==> src/rtl/uartrb_pkg.sv <==
// Package for the serial port receive and transmit byte queues.
// Holds request kinds, sizes, the result record and pointer helper functions.
// No dependencies.
`timescale 1ns / 1ps
`default_nettype none

package uartrb_pkg;

  // Queue storage depth and derived widths.
  localparam int RxDepth = 256;
  localparam int TxDepth = 256;
  localparam int PtrW    = 8;
  localparam int SizeW   = 9;
  localparam int OvrW    = 16;
  localparam int CfgIdxW = 2;

  localparam logic [SizeW-1:0] RxSizeMin   = SizeW'(1);
  localparam logic [SizeW-1:0] TxSizeMin   = SizeW'(2);
  localparam logic [SizeW-1:0] RxSizeReset = SizeW'(RxDepth);
  localparam logic [SizeW-1:0] TxSizeReset = SizeW'(TxDepth);

  // Request kinds carried in req_type.
  typedef enum logic [2:0] {
    REQ_LINE_BYTE  = 3'd0,
    REQ_HOST_READ  = 3'd1,
    REQ_HOST_WRITE = 3'd2,
    REQ_TX_READY   = 3'd3,
    REQ_FLUSH      = 3'd4
  } req_kind_e;

  // Configuration register indexes.
  localparam logic [CfgIdxW-1:0] CfgRxSize = CfgIdxW'(0);
  localparam logic [CfgIdxW-1:0] CfgTxSize = CfgIdxW'(1);

  // One result record.
  typedef struct packed {
    logic [7:0]       data_out;
    logic             data_valid;
    logic [SizeW-1:0] rx_count;
    logic [SizeW-1:0] tx_space;
    logic             rx_full_flag;
    logic             tx_busy;
    logic [OvrW-1:0]  overrun_count;
    logic             rx_event;
  } res_t;

  // Clamp a written size into [lo, depth].
  function automatic logic [SizeW-1:0] fit_size(logic [SizeW-1:0] v, logic [SizeW-1:0] lo,
                                                 logic [SizeW-1:0] depth);
    logic [SizeW-1:0] s;
    s = v;
    if (s > depth) s = depth;
    if (s < lo) s = lo;
    return s;
  endfunction

  // Step a pointer forward, wrapping at the configured size.
  function automatic logic [PtrW-1:0] advance(logic [PtrW-1:0] p, logic [SizeW-1:0] size);
    logic [SizeW-1:0] nxt;
    nxt = {1'b0, p} + SizeW'(1);
    return (nxt >= size) ? '0 : nxt[PtrW-1:0];
  endfunction

  // Entries in use between read and write pointers.
  function automatic logic [SizeW-1:0] used(logic [PtrW-1:0] wr, logic [PtrW-1:0] rd,
                                             logic [SizeW-1:0] size);
    return (wr >= rd) ? ({1'b0, wr} - {1'b0, rd}) : (size - {1'b0, rd} + {1'b0, wr});
  endfunction

endpackage

`default_nettype wire

==> src/rtl/uartrb_out_reg.sv <==
// Output register of the serial queue block: holds one finished result.
// Depends on uartrb_pkg for the result record.
`timescale 1ns / 1ps
`default_nettype none

module uartrb_out_reg (
  input  wire                 clk_i,
  input  wire                 rst_ni,
  input  wire                 valid_i,
  output logic                ready_o,
  input  wire uartrb_pkg::res_t res_i,
  output logic                valid_o,
  input  wire                 ready_i,
  output uartrb_pkg::res_t    res_o
);

  logic             valid_q;
  uartrb_pkg::res_t res_q;

  // Free when empty or when the held result leaves this cycle.
  assign ready_o = !valid_q || ready_i;
  assign valid_o = valid_q;
  assign res_o   = res_q;

  // Occupancy flag.
  always_ff @(posedge clk_i or negedge rst_ni) begin
    if (!rst_ni) begin
      valid_q <= 1'b0;
    end else if (ready_o) begin
      valid_q <= valid_i;
    end
  end

  // Payload capture.
  always_ff @(posedge clk_i) begin
    if (ready_o && valid_i) begin
      res_q <= res_i;
    end
  end

endmodule

`default_nettype wire

==> src/rtl/uart_rx_tx_ring_buffers_core.sv <==
// An accepted request's result passes the result stage and then the output register.
// Throughput: one request per cycle while the output register is not held; the queue pointer
// update and the registered store read finish in the accept cycle, so nothing loops.
// Reset clears pointers, flags, the overrun counter and both sizes to 256 at once;
// the byte stores are not cleared and no clearing pass is needed.
// Top level of the serial port receive and transmit byte queues.
// Depends on uartrb_pkg and uartrb_out_reg.
`timescale 1ns / 1ps
`default_nettype none

module uart_rx_tx_ring_buffers_core (
  input  wire                              clk_i,
  input  wire                              rst_ni,
  // Request channel
  input  wire                              in_valid_i,
  output logic                             in_ready_o,
  input  wire  [2:0]                       req_type_i,
  input  wire  [7:0]                       data_in_i,
  // Result channel
  output logic                             out_valid_o,
  input  wire                              out_ready_i,
  output logic [7:0]                       data_out_o,
  output logic                             data_valid_o,
  output logic [uartrb_pkg::SizeW-1:0]     rx_count_o,
  output logic [uartrb_pkg::SizeW-1:0]     tx_space_o,
  output logic                             rx_full_flag_o,
  output logic                             tx_busy_o,
  output logic [uartrb_pkg::OvrW-1:0]      overrun_count_o,
  output logic                             rx_event_o,
  // Configuration write channel
  input  wire                              cfg_valid_i,
  output logic                             cfg_ready_o,
  input  wire  [uartrb_pkg::CfgIdxW-1:0]   cfg_index_i,
  input  wire  [uartrb_pkg::SizeW-1:0]     cfg_data_i
);

  localparam int PtrW  = uartrb_pkg::PtrW;
  localparam int SizeW = uartrb_pkg::SizeW;
  localparam int OvrW  = uartrb_pkg::OvrW;

  // Byte stores.
  logic [7:0] rx_mem [uartrb_pkg::RxDepth];
  logic [7:0] tx_mem [uartrb_pkg::TxDepth];
  logic [7:0] rx_rd_data_q, tx_rd_data_q;

  // Queue state.
  logic [PtrW-1:0]  rx_wr_ptr_q, rx_wr_ptr_d, rx_rd_ptr_q, rx_rd_ptr_d;
  logic             rx_full_q, rx_full_d;
  logic [PtrW-1:0]  tx_wr_ptr_q, tx_wr_ptr_d, tx_rd_ptr_q, tx_rd_ptr_d;
  logic             tx_running_q, tx_running_d;
  logic [OvrW-1:0]  tx_overruns_q, tx_overruns_d;
  logic [SizeW-1:0] rx_size_q, tx_size_q;

  // Result stage holding status next to the store read data.
  logic             s_valid_q;
  logic             s_data_valid_q, s_data_valid_d;
  logic             s_from_tx_q, s_from_tx_d;
  logic [SizeW-1:0] s_rx_count_q, s_tx_space_q;
  logic             s_rx_event_q, s_rx_event_d;

  logic             accept;
  logic             s_advance;
  logic             cfg_write;
  logic             rx_wr_en, rx_rd_en, tx_wr_en, tx_rd_en;
  logic             o_ready;
  uartrb_pkg::res_t s_res, o_res;

  assign cfg_ready_o = 1'b1;
  assign cfg_write   = cfg_valid_i;
  assign s_advance   = s_valid_q && o_ready;
  assign in_ready_o  = !s_valid_q || o_ready;
  assign accept      = in_valid_i && in_ready_o;

  // Next state of both queues for the accepted request.
  always_comb begin
    rx_wr_ptr_d    = rx_wr_ptr_q;
    rx_rd_ptr_d    = rx_rd_ptr_q;
    rx_full_d      = rx_full_q;
    tx_wr_ptr_d    = tx_wr_ptr_q;
    tx_rd_ptr_d    = tx_rd_ptr_q;
    tx_running_d   = tx_running_q;
    tx_overruns_d  = tx_overruns_q;
    s_data_valid_d = 1'b0;
    s_from_tx_d    = 1'b0;
    s_rx_event_d   = 1'b0;
    rx_wr_en       = 1'b0;
    rx_rd_en       = 1'b0;
    tx_wr_en       = 1'b0;
    tx_rd_en       = 1'b0;
    case (uartrb_pkg::req_kind_e'(req_type_i))
      uartrb_pkg::REQ_LINE_BYTE: begin
        s_rx_event_d = 1'b1;
        if (!rx_full_q) begin
          rx_wr_en    = 1'b1;
          rx_wr_ptr_d = uartrb_pkg::advance(rx_wr_ptr_q, rx_size_q);
          rx_full_d   = (rx_wr_ptr_d == rx_rd_ptr_q);
        end
      end
      uartrb_pkg::REQ_HOST_READ: begin
        if (rx_full_q || (rx_wr_ptr_q != rx_rd_ptr_q)) begin
          rx_rd_en       = 1'b1;
          s_data_valid_d = 1'b1;
          rx_full_d      = 1'b0;
          rx_rd_ptr_d    = uartrb_pkg::advance(rx_rd_ptr_q, rx_size_q);
        end
      end
      uartrb_pkg::REQ_HOST_WRITE: begin
        tx_wr_en     = 1'b1;
        tx_wr_ptr_d  = uartrb_pkg::advance(tx_wr_ptr_q, tx_size_q);
        tx_running_d = 1'b1;
        // A full queue loses its oldest byte.
        if (tx_wr_ptr_d == tx_rd_ptr_q) begin
          tx_overruns_d = tx_overruns_q + OvrW'(1);
          tx_rd_ptr_d   = uartrb_pkg::advance(tx_rd_ptr_q, tx_size_q);
        end
      end
      uartrb_pkg::REQ_TX_READY: begin
        if (tx_wr_ptr_q != tx_rd_ptr_q) begin
          tx_rd_en       = 1'b1;
          s_data_valid_d = 1'b1;
          s_from_tx_d    = 1'b1;
          tx_rd_ptr_d    = uartrb_pkg::advance(tx_rd_ptr_q, tx_size_q);
        end
        if (tx_wr_ptr_q == tx_rd_ptr_d) tx_running_d = 1'b0;
      end
      uartrb_pkg::REQ_FLUSH: begin
        rx_wr_ptr_d   = '0;
        rx_rd_ptr_d   = '0;
        rx_full_d     = 1'b0;
        tx_wr_ptr_d   = '0;
        tx_rd_ptr_d   = '0;
        tx_running_d  = 1'b0;
        tx_overruns_d = '0;
      end
      default: begin
      end
    endcase
  end

  // Queue state registers; a size write empties its queue.
  always_ff @(posedge clk_i or negedge rst_ni) begin
    if (!rst_ni) begin
      rx_wr_ptr_q   <= '0;
      rx_rd_ptr_q   <= '0;
      rx_full_q     <= 1'b0;
      tx_wr_ptr_q   <= '0;
      tx_rd_ptr_q   <= '0;
      tx_running_q  <= 1'b0;
      tx_overruns_q <= '0;
      rx_size_q     <= uartrb_pkg::RxSizeReset;
      tx_size_q     <= uartrb_pkg::TxSizeReset;
    end else if (cfg_write) begin
      if (cfg_index_i == uartrb_pkg::CfgRxSize) begin
        rx_size_q   <= uartrb_pkg::fit_size(cfg_data_i, uartrb_pkg::RxSizeMin,
                                            uartrb_pkg::RxSizeReset);
        rx_wr_ptr_q <= '0;
        rx_rd_ptr_q <= '0;
        rx_full_q   <= 1'b0;
      end else if (cfg_index_i == uartrb_pkg::CfgTxSize) begin
        tx_size_q    <= uartrb_pkg::fit_size(cfg_data_i, uartrb_pkg::TxSizeMin,
                                             uartrb_pkg::TxSizeReset);
        tx_wr_ptr_q  <= '0;
        tx_rd_ptr_q  <= '0;
        tx_running_q <= 1'b0;
      end
    end else if (accept) begin
      rx_wr_ptr_q   <= rx_wr_ptr_d;
      rx_rd_ptr_q   <= rx_rd_ptr_d;
      rx_full_q     <= rx_full_d;
      tx_wr_ptr_q   <= tx_wr_ptr_d;
      tx_rd_ptr_q   <= tx_rd_ptr_d;
      tx_running_q  <= tx_running_d;
      tx_overruns_q <= tx_overruns_d;
    end
  end

  // Receive store: one write and one registered read port.
  always_ff @(posedge clk_i) begin
    if (accept && rx_wr_en) begin
      rx_mem[rx_wr_ptr_q] <= data_in_i;
    end
    if (accept && rx_rd_en) begin
      rx_rd_data_q <= rx_mem[rx_rd_ptr_q];
    end
  end

  // Transmit store: one write and one registered read port.
  always_ff @(posedge clk_i) begin
    if (accept && tx_wr_en) begin
      tx_mem[tx_wr_ptr_q] <= data_in_i;
    end
    if (accept && tx_rd_en) begin
      tx_rd_data_q <= tx_mem[tx_rd_ptr_q];
    end
  end

  // Result stage occupancy.
  always_ff @(posedge clk_i or negedge rst_ni) begin
    if (!rst_ni) begin
      s_valid_q <= 1'b0;
    end else if (in_ready_o) begin
      s_valid_q <= in_valid_i;
    end
  end

  // Result stage status, taken from the state after the request.
  always_ff @(posedge clk_i) begin
    if (accept) begin
      s_data_valid_q <= s_data_valid_d;
      s_from_tx_q    <= s_from_tx_d;
      s_rx_event_q   <= s_rx_event_d;
      s_rx_count_q   <= rx_full_d ? rx_size_q
                                  : uartrb_pkg::used(rx_wr_ptr_d, rx_rd_ptr_d, rx_size_q);
      s_tx_space_q   <= tx_size_q - uartrb_pkg::used(tx_wr_ptr_d, tx_rd_ptr_d, tx_size_q);
    end
  end

  // Status flags and the overrun counter are read after the accept edge, when
  // the stage holds, so they must be captured with the stage as well.
  logic s_rx_full_q, s_tx_busy_q;
  logic [OvrW-1:0] s_overruns_q;
  always_ff @(posedge clk_i) begin
    if (accept) begin
      s_rx_full_q  <= rx_full_d;
      s_tx_busy_q  <= tx_running_d;
      s_overruns_q <= tx_overruns_d;
    end
  end

  // Assemble the result; the byte comes from whichever store was read.
  always_comb begin
    s_res.data_out      = s_data_valid_q ? (s_from_tx_q ? tx_rd_data_q : rx_rd_data_q) : 8'd0;
    s_res.data_valid    = s_data_valid_q;
    s_res.rx_count      = s_rx_count_q;
    s_res.tx_space      = s_tx_space_q;
    s_res.rx_full_flag  = s_rx_full_q;
    s_res.tx_busy       = s_tx_busy_q;
    s_res.overrun_count = s_overruns_q;
    s_res.rx_event      = s_rx_event_q;
  end

  uartrb_out_reg u_out_reg (
    .clk_i   (clk_i),
    .rst_ni  (rst_ni),
    .valid_i (s_advance),
    .ready_o (o_ready),
    .res_i   (s_res),
    .valid_o (out_valid_o),
    .ready_i (out_ready_i),
    .res_o   (o_res)
  );

  assign data_out_o      = o_res.data_out;
  assign data_valid_o    = o_res.data_valid;
  assign rx_count_o      = o_res.rx_count;
  assign tx_space_o      = o_res.tx_space;
  assign rx_full_flag_o  = o_res.rx_full_flag;
  assign tx_busy_o       = o_res.tx_busy;
  assign overrun_count_o = o_res.overrun_count;
  assign rx_event_o      = o_res.rx_event;

endmodule

`default_nettype wire

==> config.mk <==
export PLATFORM = sky130hd
export DESIGN_NAME = uart_rx_tx_ring_buffers_core
export DESIGN_NICKNAME = d
export VERILOG_FILES = /design/src/rtl/uartrb_pkg.sv /design/src/rtl/uartrb_out_reg.sv /design/src/rtl/uart_rx_tx_ring_buffers_core.sv
export SDC_FILE = /design/constraint.sdc
export NUM_CORES = 2
export LEC_CHECK = 0
export ABC_AREA = 0
export BUFFER_PORTS_ARGS = -buffer_cell sky130_fd_sc_hd__buf_2
export CORE_MARGIN = 2
export CORE_UTILIZATION = 55
export DETAILED_ROUTE_END_ITERATION = 10
export HOLD_SLACK_MARGIN = 0.05
export PLACE_DENSITY = 0.71
export SYNTH_ARGS = -nofsm -noshare
export SYNTH_HDL_FRONTEND = slang
export SYNTH_SLANG_ARGS = --single-unit
==> constraint.sdc <==
create_clock -name clk_i -period 14.6 [get_ports clk_i]
set_clock_uncertainty 0.2 [all_clocks]
set_input_delay 0.73 -clock clk_i [delete_from_list [all_inputs] [get_ports clk_i]]
set_output_delay 0.73 -clock clk_i [all_outputs]
set_load 0.1 [all_outputs]
==> impl_metrics.ini <==
[clock_network]
cts_max_level = 5
cts_root_buffer = clkbuf_16
cts_max_path_buffers = 4
cts.sinks = 4267
clock_latency_ps = 960
path_clk_slew_ps = 70
cts_buffers = 418
post-cts-setup-buffers = 0
cts_resized = 0
ctsHoldBuffers = 16
cts_tree = yes

[sta]
finalSetupTns_ps = 0
timing.final.crit_share = 0.686
worst_pin_slew_ps = 1370
hold_viol_final = 0
hold_slack_ps = 46.7
period_minus_slack_ps = 10010
setup_viol = 0
rsz0062_at_grt = false
slew_headroom = 0.0853
fmax_ghz = 0.0999
slew_viol_final = 0

[power]
ir_drop_mv = 0.122
switching_share = 0.234
comb_power_share = 0.107
p_per_area_nw_per_um2 = 143
p_seq_frac = 0.504
p_int_w = 0.0207
leakage_nw = 56.7
p_sw_w = 0.00632
p_clk_frac = 0.389

[setup_path]
cp-start-kind = flop
cpMaxStageDelayCell = a222oi_1
required_ps = 15140
path_class = flop to flop
critPathCaptureType = flop
r2r_slack_ps = 4590
reg2reg_from = tx_wr_ptr_q[1]
worstPathArrival_ps = 10550
crit_end = s_tx_space_q[8]
startpoint = tx_wr_ptr_q[1]
r2r-end = s_tx_space_q[8]
cp_max_fo = 15
slowest_delay_ps = 1110
ff2ff_path_depth = 34

[cells_and_area]
stdcell_area_sq_um = 189000
layout_commonest_cell = edfxtp_1
layout.cells.non_filler = 13200
final_cell_mix = 4,197 x edfxtp_1, 998 x mux4_2, 608 x nor2_1
nets = 8896
syn_to_final_growth_pct = 10.8
final_core_util = 0.612
drive_above_1_share = 0.216

[yosys]
synth_async_sr_flop_share = 0.0164
synth_fp_nets = 8765
synth_ff_type = edfxtp_1
synth-warning-count = 0
ys_seq_area_frac = 0.750
synth-edff-count = 4197
yosysTopAreaCell = edfxtp_1
synth-seq-cells = 4267
synth.area.top_cells = edfxtp_1 74%, mux4_2 13%, mux2i_1 2.1%
yosysTopAreaCellShare = 0.740
synth_cells = 8630
synth_area_sq_um = 170000
avgSynthCellArea_sq_um = 19.7
synth_cell_type_count = 76

[placement]
placed_cell_area_sq_um = 175000
dp_cells = 12400
port_buffers = 74
routabilityCongestion = 0.869
dp_hpwl_mm = 242

[grt]
track_usage = 0.259
antenna_found_initial = 16
grt_pass1_wl_mm = 599
overflow = 0
global_route.usage.met1 = 0.385
use_met3 = 0.0491
grt_max_degree = 177
grtUsageMet2 = 0.398
first_global_vias = 85500
grt_busiest_layer = met2

[drt]
drt_first_pass_iters = 9
drt-total-wl_mm = 410
vias_per_cell = 6.54
vias = 86500
drc = 0
post_drt_wl_per_cell_microns = 31.0
ant_nets = 0
dr.first_iter.drc_count = 11500

[status]
status = finished clean

[floorplan]
die-area_sq_um = 314000
start_util = 0.552
rows = 204
core_area_sq_um = 309000
io_pins = 76
die_x_microns = 561
fp.dieH_microns = 561

[job]
cap_violations = 0

[hold_path]
hp-class = input port to flop
==> flip-flops by register name, indices dropped and copies added (netlist names), 8 cells and up <==
signal,flops
rx_mem,2048
rx_rd_data_q,8
rx_rd_ptr_q,8
rx_size_q,9
rx_wr_ptr_q,8
s_overruns_q,16
s_rx_count_q,9
s_tx_space_q,9
tx_mem,2048
tx_overruns_q,16
tx_rd_data_q,8
tx_rd_ptr_q,8
tx_size_q,9
tx_wr_ptr_q,8
u_out_reg.res_o,46
==> synth_stat cells, types with 4 or more instances <==
cell	instances
o21ai_0	218
xnor2_1	44
nor3_1	23
nand2_1	274
nor2b_1	35
ha_1	89
and3_1	12
a21o_1	19
nor4_1	8
nand4_1	23
nor3b_1	8
clkbuf_1	363
fa_1	19
a211oi_1	7
nor2_1	608
inv_1	114
o22ai_1	126
dfrtp_1	68
or2_2	10
o31ai_1	16
xor2_1	20
a21oi_1	309
a22o_1	8
a31oi_1	11
nand2b_1	27
nand3_1	70
o221ai_1	117
edfxtp_1	4197
a221oi_1	5
mux2i_1	356
buf_1	127
and2_1	13
buf_2	25
o21ai_1	16
or3_1	8
mux4_2	998
a22oi_1	50
o2111ai_1	4
o21bai_1	7
mux2_2	121
o41ai_1	4
==> metrics by stage <==
step | power, W | worst slack, ps
finish | 0.0270 | 4590
global route | 0.0278 | 4030
CTS | 0.0272 | 4850
detailed placement | 0.0168 | 4820
global placement | 0.0168 | 5000
floorplan | 0.0159 | 6620
==> how the worst min path moves through the flow <==
stage               cells past startpoint                   to              from  slack, ps
floorplan                               0   u_out_reg.res_o[0]      s_rx_event_q        200
global placement                        0  u_out_reg.res_o[12]  s_overruns_q[11]        210
detailed placement                      0   u_out_reg.res_o[8]   s_overruns_q[7]        200
CTS                                     1        tx_mem[80][3]      data_in_i[3]         50
global route                            1       tx_mem[237][5]      data_in_i[5]         60
finish                                  1       tx_mem[237][5]      data_in_i[5]         50
==> power groups by stage <==
stage          clock network, W  registers (W)  logic [W]
2_1_floorplan                 0         0.0139    0.00194
5_1_grt                  0.0111         0.0136    0.00309
3_3_place_gp                  0         0.0139    0.00287
3_5_place_dp                  0         0.0139    0.00290
6_report                 0.0105         0.0136    0.00289
4_1_cts                  0.0106         0.0136    0.00292
==> worst max-delay path: cells and delay by family, from the launching register on <==
kind                       cells  cell delay, ps
buffers and inverters          2             330
muxes                          1             270
DFF                            1             640
xor gates and xnor gates       2             430
adders and majority gates      5            1510
and+or+nand+nor                7            2030
AOI/OAI and AO/OA             17            4330
==> cell type report <==
class / count / area, sq um
Clock inverter: 265 / 2540
Sequential cell: 4267 / 128000
Inverter: 114 / 428
Clock buffer: 489 / 10800
Multi-Input combinational cell: 3733 / 40200
Fill cell: 21000 / 120000
Antenna cell: 3 / 7.51
Timing Repair Buffer: 227 / 1780
Tap cell: 4120 / 5150
==> layer usage <==
metal / share of wire / wire, microns / up-vias
met1: 0.40 / 165000 / 45400
met5: 0.00028 / 115 / -
met4: 0.030 / 12200 / 6
li1: - / - / 35600
met3: 0.099 / 40500 / 735
met2: 0.47 / 192000 / 4699
==> cells by family (layout without fill, tap and decap cells) <==
kind of cell | Yosys count | after routing | synth area share
buffers and inverters | 630 | 1095 | 0.0141
flip-flops | 4267 | 4267 | 0.750
other | 1 | 4 | 0.0000220
AO/OA/AOI/OAI | 950 | 950 | 0.0342
AND/OR/NAND/NOR | 1132 | 1132 | 0.0282
XOR/XNOR | 67 | 67 | 0.00365
adder cells (fa/ha/maj) | 108 | 108 | 0.00877
multiplexers | 1475 | 1475 | 0.161
Note: power is estimated with default switching activity, not from simulation.
